$ cat config.mk
export PLATFORM = sky130hd
export DESIGN_NAME = hpva_coef
export DESIGN_NICKNAME = d
export VERILOG_FILES = /design/src/rtl/hpva_pkg.sv /design/src/rtl/hpva_coef.sv
export SDC_FILE = /design/constraint.sdc
export NUM_CORES = 1
export LEC_CHECK = 0
export BUFFER_PORTS_ARGS = -buffer_cell sky130_fd_sc_hd__buf_4
export CAP_MARGIN = 20
export CELL_PAD_IN_SITES_DETAIL_PLACEMENT = 0
export CELL_PAD_IN_SITES_GLOBAL_PLACEMENT = 2
export CORE_MARGIN = 5
export CORE_UTILIZATION = 29
export DETAILED_ROUTE_END_ITERATION = 16
export GPL_ROUTABILITY_DRIVEN = 1
export GPL_TIMING_DRIVEN = 0
export PLACE_DENSITY = 0.95
export SLEW_MARGIN = 15
export SYNTH_ARGS = -nofsm -noshare
export SYNTH_HDL_FRONTEND = slang
export SYNTH_SLANG_ARGS = --single-unit
$ cat constraint.sdc
create_clock -name vclk -period 2.25
set_input_delay 0.3375 -clock vclk [all_inputs]
set_output_delay 0.3375 -clock vclk [all_outputs]
set_load 0.05 [all_outputs]
$ cat src/rtl/hpva_pkg.sv
// Shared types, codes, widths and coefficient math for the Hough plane vote accumulator.
package hpva_pkg;

    // Default bin counts
    localparam int THETA_BINS_DEF = 32;
    localparam int PHI_BINS_DEF   = 16;
    localparam int RHO_BINS_DEF   = 64;

    // Pi in Q30, used to build the angle tables
    localparam logic [63:0] PI_Q30 = 64'd3373259426;

    // Request opcodes
    localparam logic [1:0] OP_VOTE  = 2'd0;
    localparam logic [1:0] OP_READ  = 2'd1;
    localparam logic [1:0] OP_CLEAR = 2'd2;

    // Configuration register indexes
    localparam int CFG_INDEX_W = 2;
    localparam int CFG_DATA_W  = 24;
    localparam logic [CFG_INDEX_W-1:0] REG_RHO_LIMIT      = 2'd0;
    localparam logic [CFG_INDEX_W-1:0] REG_RHO_SCALE      = 2'd1;
    localparam logic [CFG_INDEX_W-1:0] REG_VOTE_THRESHOLD = 2'd2;

    // Register widths and reset values
    localparam int RHO_LIMIT_W = 23;
    localparam int RHO_SCALE_W = 24;
    localparam int COUNT_W     = 16;
    localparam logic [RHO_SCALE_W-1:0] RHO_SCALE_RST = 24'd65536;
    localparam logic [COUNT_W-1:0]     COUNT_MAX     = 16'hFFFF;

    // Datapath widths of the shared multiplier and the rho sums
    localparam int COEF_W = 16;
    localparam int MA_W   = 42;
    localparam int MB_W   = 25;
    localparam int MP_W   = MA_W + MB_W;
    localparam int SUM_W  = 41;
    localparam int U_W    = 58;
    localparam int FRAC_SHIFT = 30;
    localparam int BIN_SHIFT  = 24;
    localparam int Z_SHIFT    = 15;

    typedef struct packed {
        logic [1:0]         op;
        logic signed [23:0] px;
        logic signed [23:0] py;
        logic signed [23:0] pz;
        logic [4:0]         theta_sel;
        logic [3:0]         phi_sel;
        logic [5:0]         rho_sel;
    } cmd_t;

    typedef struct packed {
        logic [COUNT_W-1:0] vote_count;
        logic               is_plane;
        logic               clamped;
    } res_t;

    typedef struct packed {
        logic signed [COEF_W-1:0] cos_th;
        logic signed [COEF_W-1:0] sin_th;
        logic signed [COEF_W-1:0] cos_phi;
        logic signed [COEF_W-1:0] sin_phi;
    } coef_t;

    // Sine of a Q30 angle in [0, pi/2], rounded to Q1.15 (degree 15 Taylor series)
    function automatic logic signed [COEF_W-1:0] sin_q15(input logic [63:0] x);
        logic [63:0]        x2;
        logic [63:0]        t;
        logic signed [63:0] acc;
        logic signed [63:0] r;
        x2  = (x * x) >> 30;
        t   = x;
        acc = signed'(x);
        t   = ((t * x2) >> 30) / 64'd6;
        acc = acc - signed'(t);
        t   = ((t * x2) >> 30) / 64'd20;
        acc = acc + signed'(t);
        t   = ((t * x2) >> 30) / 64'd42;
        acc = acc - signed'(t);
        t   = ((t * x2) >> 30) / 64'd72;
        acc = acc + signed'(t);
        t   = ((t * x2) >> 30) / 64'd110;
        acc = acc - signed'(t);
        t   = ((t * x2) >> 30) / 64'd156;
        acc = acc + signed'(t);
        t   = ((t * x2) >> 30) / 64'd210;
        acc = acc - signed'(t);
        if (acc < 64'sd0)
        begin
            acc = 64'sd0;
        end
        r = (acc + 64'sd16384) >>> 15;
        if (r > 64'sd32767)
        begin
            r = 64'sd32767;
        end
        return COEF_W'(r);
    endfunction

endpackage

$ cat src/rtl/hpva_coef.sv
// Constant sine/cosine tables for the theta and phi bins, looked up by bin index.
module hpva_coef #(
    parameter int THETA_BINS = hpva_pkg::THETA_BINS_DEF,
    parameter int PHI_BINS   = hpva_pkg::PHI_BINS_DEF
) (
    input  logic [$clog2(THETA_BINS)-1:0] theta_idx,
    input  logic [$clog2(PHI_BINS)-1:0]   phi_idx,
    output hpva_pkg::coef_t               coef
);

    localparam int PHI_D = 2 * (PHI_BINS - 1);

    logic signed [hpva_pkg::COEF_W-1:0] ct_rom [THETA_BINS];
    logic signed [hpva_pkg::COEF_W-1:0] st_rom [THETA_BINS];
    logic signed [hpva_pkg::COEF_W-1:0] cp_rom [PHI_BINS];
    logic signed [hpva_pkg::COEF_W-1:0] sp_rom [PHI_BINS];

    // Build theta entries: angle i*pi/THETA_BINS
    for (genvar gi = 0; gi < THETA_BINS; gi++)
    begin : g_theta
        localparam bit SFOLD = (2 * gi > THETA_BINS);
        localparam int SN    = SFOLD ? THETA_BINS - gi : gi;
        localparam logic [63:0] SX =
            (hpva_pkg::PI_Q30 * 64'(SN)) / 64'(THETA_BINS);
        localparam bit CNEG  = (2 * gi > THETA_BINS);
        localparam int CN    = CNEG ? 2 * gi - THETA_BINS : THETA_BINS - 2 * gi;
        localparam logic [63:0] CX =
            (hpva_pkg::PI_Q30 * 64'(CN)) / 64'(2 * THETA_BINS);
        localparam logic signed [hpva_pkg::COEF_W-1:0] SV = hpva_pkg::sin_q15(SX);
        localparam logic signed [hpva_pkg::COEF_W-1:0] CV =
            CNEG ? -hpva_pkg::sin_q15(CX) : hpva_pkg::sin_q15(CX);
        assign st_rom[gi] = SV;
        assign ct_rom[gi] = CV;
    end

    // Build phi entries: angle j*pi/(2*(PHI_BINS-1))
    for (genvar gj = 0; gj < PHI_BINS; gj++)
    begin : g_phi
        localparam bit SFOLD = (2 * gj > PHI_D);
        localparam int SN    = SFOLD ? PHI_D - gj : gj;
        localparam logic [63:0] SX =
            (hpva_pkg::PI_Q30 * 64'(SN)) / 64'(PHI_D);
        localparam bit CNEG  = (2 * gj > PHI_D);
        localparam int CN    = CNEG ? 2 * gj - PHI_D : PHI_D - 2 * gj;
        localparam logic [63:0] CX =
            (hpva_pkg::PI_Q30 * 64'(CN)) / 64'(2 * PHI_D);
        localparam logic signed [hpva_pkg::COEF_W-1:0] SV = hpva_pkg::sin_q15(SX);
        localparam logic signed [hpva_pkg::COEF_W-1:0] CV =
            CNEG ? -hpva_pkg::sin_q15(CX) : hpva_pkg::sin_q15(CX);
        assign sp_rom[gj] = SV;
        assign cp_rom[gj] = CV;
    end

    // Look up the current bin pair
    assign coef.cos_th  = ct_rom[theta_idx];
    assign coef.sin_th  = st_rom[theta_idx];
    assign coef.cos_phi = cp_rom[phi_idx];
    assign coef.sin_phi = sp_rom[phi_idx];

endmodule

==> results.md <==
- Via count: roughly 2,700
- Core area: between 0.007 and 0.008 mm^2
- Most common cell after layout, fill and taps aside: buf_4
- Initial antenna violation count: 0
- Power Density: around 390 mW/mm^2
- Clock share of power: 0
- Register area: 0 um^2
- Num sequential: 0
- DIE AREA: roughly 0.009 mm^2
- Fin cells: 475
- First-pass GRT wire length: ~13,000 um
- Worst slew margin: 0.5751
- Worst hold start: phi_idx[1]
- Hold depth: 3
- Leakage: about 1.4 nW
- Max-slew violation count: 0
- Post-CTS Hold Fix Bufs: 0
- Seq pwr share: 0
- Critical path peak fanout: 8
- Routed wire length: 8841 um
- Fmax: between 400 and 500 MHz
- Cell count after synthesis: ~290
- Buffers on Ports: 67
- Crit start category: input pin
- Initial Util: 0.2926
- Vias in the first global route: approximately 2,700
- Final hold violation count: 0
- Power Total: between 1 and 1.5 mW
- P_int: approximately 0.45 mW
- Yosys synthesis warning count: 0
- Gate power share: 1.000
- # Max-Cap Violations: 0
- Failing checks: setup timing
- TritonRoute pass-1 iters: 5
- Synth Cell Area: 0.002088 mm^2
- Commonest non-fill, non-tap cells in the layout: buf_4 (76), nor2_1 (24), o21ai_0 (20)
- Min Clock Period, post-route: ~2.4 ns
- Placer Congestion: 0.9489
- Share of layout cells above drive strength 1: 0.4867
- RSZ-0062 raised after global routing: true
- Die Y-Extent: ~95 um
- Final period util: 1.058
- Grt total ovfl: 0
- Post-DRT Antenna Nets: 0
- Setup crit end kind: primary output
- Worst Hold Class: input pin to primary output
- DRT iter0 DRCs: 241
- DRC: 0
- Fillcell total: between 700 and 800
- Worst EP required: between 1.5 and 2 ns
- Synthesis-to-finish area growth: 54.16%
- Sequential element share of the synthesized area: 0
- Hold EP: coef[22]
- Multi-input logic area: about 0.0020 mm^2
- Die W: approximately 95 um
- Wire length per cell: about 19 um
- Status: finished with violations
- Setup violators final: 14
- Via-to-Cell Ratio: between 5 and 6
- Rows: 31
- All-layer global routing usage: 0.1817
- DP Cell Count: 455
- WP data arrival: a little over 2 ns
- Switching Share: 0.6413
- Psw: approximately 0.8 mW
- # IOs: 73
- Slew @ Worst Pin: around 0.64 ns
- Final nets: 403
- Setup ws final: -0.1311 ns
- Peak supply drop: between 150 and 200 uV
- Critical path class: input pin to primary output
- Largest net degree at the start of global routing: 14
- DP HPWL: ~6400 um
- # clk buffers: 0
- Antenna cells: 0
- Avg Cell Area, Syn: a little over 7 um^2
- Synth cell types: 54
-- per-layer routing --
metal	GRT usage	up-vias	wire length [um]
met5	0	-	0
li1	-	1236	-
met4	0.06490	0	309
met1	0.2436	1275	3715
met2	0.3018	167	4114
met3	0.01753	28	702
-- through the flow --
step	setup slack [ns]	utilization	area (um^2)	hold slack, ns	setup TNS (ns)
after floorplan	-0.2564	-	2221	0.9861	-0.2944
after global placement	-0.3988	0.3990	2848	1.170	-6.549
after detailed placement	-0.3929	0.3990	2848	1.161	-6.729
after CTS	-0.08366	0.4300	3069	1.113	-0.2822
after global routing	-0.1639	0.4511	3219	1.151	-1.541
final	-0.1311	0.4511	3219	1.132	-0.8583
-- power by group through the flow --
stage          combinational, mW  clock [mW]  sequential [mW]
6_report                    1.25           0                0
5_1_grt                     1.30           0                0
4_1_cts                     1.19           0                0
3_5_place_dp                1.13           0                0
3_3_place_gp                1.13           0                0
2_1_floorplan              0.835           0                0
-- timing repair --
action	4_1_cts	5_1_grt
gates cloned	0	0
buffers inserted	15	8
setup endpoints to repair	41	22
pin swaps	2	4
gates resized for setup	31	31
-- layout make-up --
| type | instances | area share |
|---|---|---|
| Buffer | 33 | 0.06879 |
| Timing Repair Buffer | 89 | 0.2371 |
| Multi-Input combinational cell | 237 | 0.6323 |
| Inverter | 17 | 0.02332 |
| Tap cell | 99 | 0.03848 |
-- critical path: stages --
cell and delay (ns):
buf_8 0.11, clkinvlp_4 0.18, ha_2 0.27, or2_2 0.31, mux4_2 0.47, o21a_1 0.19, buf_4 0.19
-- worst max path at each step --
stage | depth (start not counted) | end | slack, ns | startpoint
floorplan | 5 | coef[51] | -0.26 | theta_idx[1]
global placement | 8 | coef[53] | -0.40 | theta_idx[1]
detailed placement | 8 | coef[35] | -0.39 | theta_idx[1]
CTS | 7 | coef[58] | -0.08 | theta_idx[1]
global route | 7 | coef[35] | -0.16 | theta_idx[0]
finish | 7 | coef[35] | -0.13 | theta_idx[0]
-- cell usage after synthesis, types with 2 or more instances --
cell type / n / area (um^2)
o22ai_1: 2 / 12.51
nand3_1: 2 / 10.01
and2_1: 2 / 12.51
mux4_2: 16 / 360.4
a211o_1: 3 / 26.28
buf_6: 3 / 33.78
o221ai_1: 2 / 17.52
nor2_1: 26 / 97.59
o21ai_0: 25 / 125.1
mux2i_1: 9 / 90.09
a221oi_1: 4 / 35.03
nor3b_1: 2 / 15.01
o31ai_1: 4 / 30.03
a31oi_1: 7 / 43.79
a21oi_1: 22 / 110.1
xnor2_1: 2 / 17.52
buf_4: 5 / 37.54
nor3_1: 4 / 20.02
clkbuf_1: 11 / 41.29
a22oi_1: 5 / 37.54
a21boi_0: 6 / 45.04
buf_2: 10 / 50.05
or2_2: 6 / 37.54
inv_1: 16 / 60.06
nand2_1: 18 / 67.56
o211ai_1: 4 / 30.03
mux2_2: 3 / 33.78
and3b_1: 4 / 35.03
o21ai_1: 2 / 10.01
nor2b_1: 9 / 56.30
a2111oi_0: 2 / 17.52
o311ai_0: 3 / 26.28
a2111o_1: 2 / 22.52
a211oi_1: 2 / 15.01
buf_1: 4 / 15.01
nand2b_1: 7 / 43.79
ha_1: 16 / 200.2
-- logic make-up (layout without fill, tap and decap cells) --
kind of cell / after synthesis / count (layout) / share of synthesized area
xor+xnor: 2 / 2 / 0.008390
compound gates: 105 / 105 / 0.3308
simple gates: 83 / 83 / 0.1989
mux: 28 / 28 / 0.2319
fa+ha+maj: 16 / 16 / 0.09586
other cells: 1 / 3 / 0.001796
buf+inv: 52 / 139 / 0.1324
(Power assumes the default switching activity.)
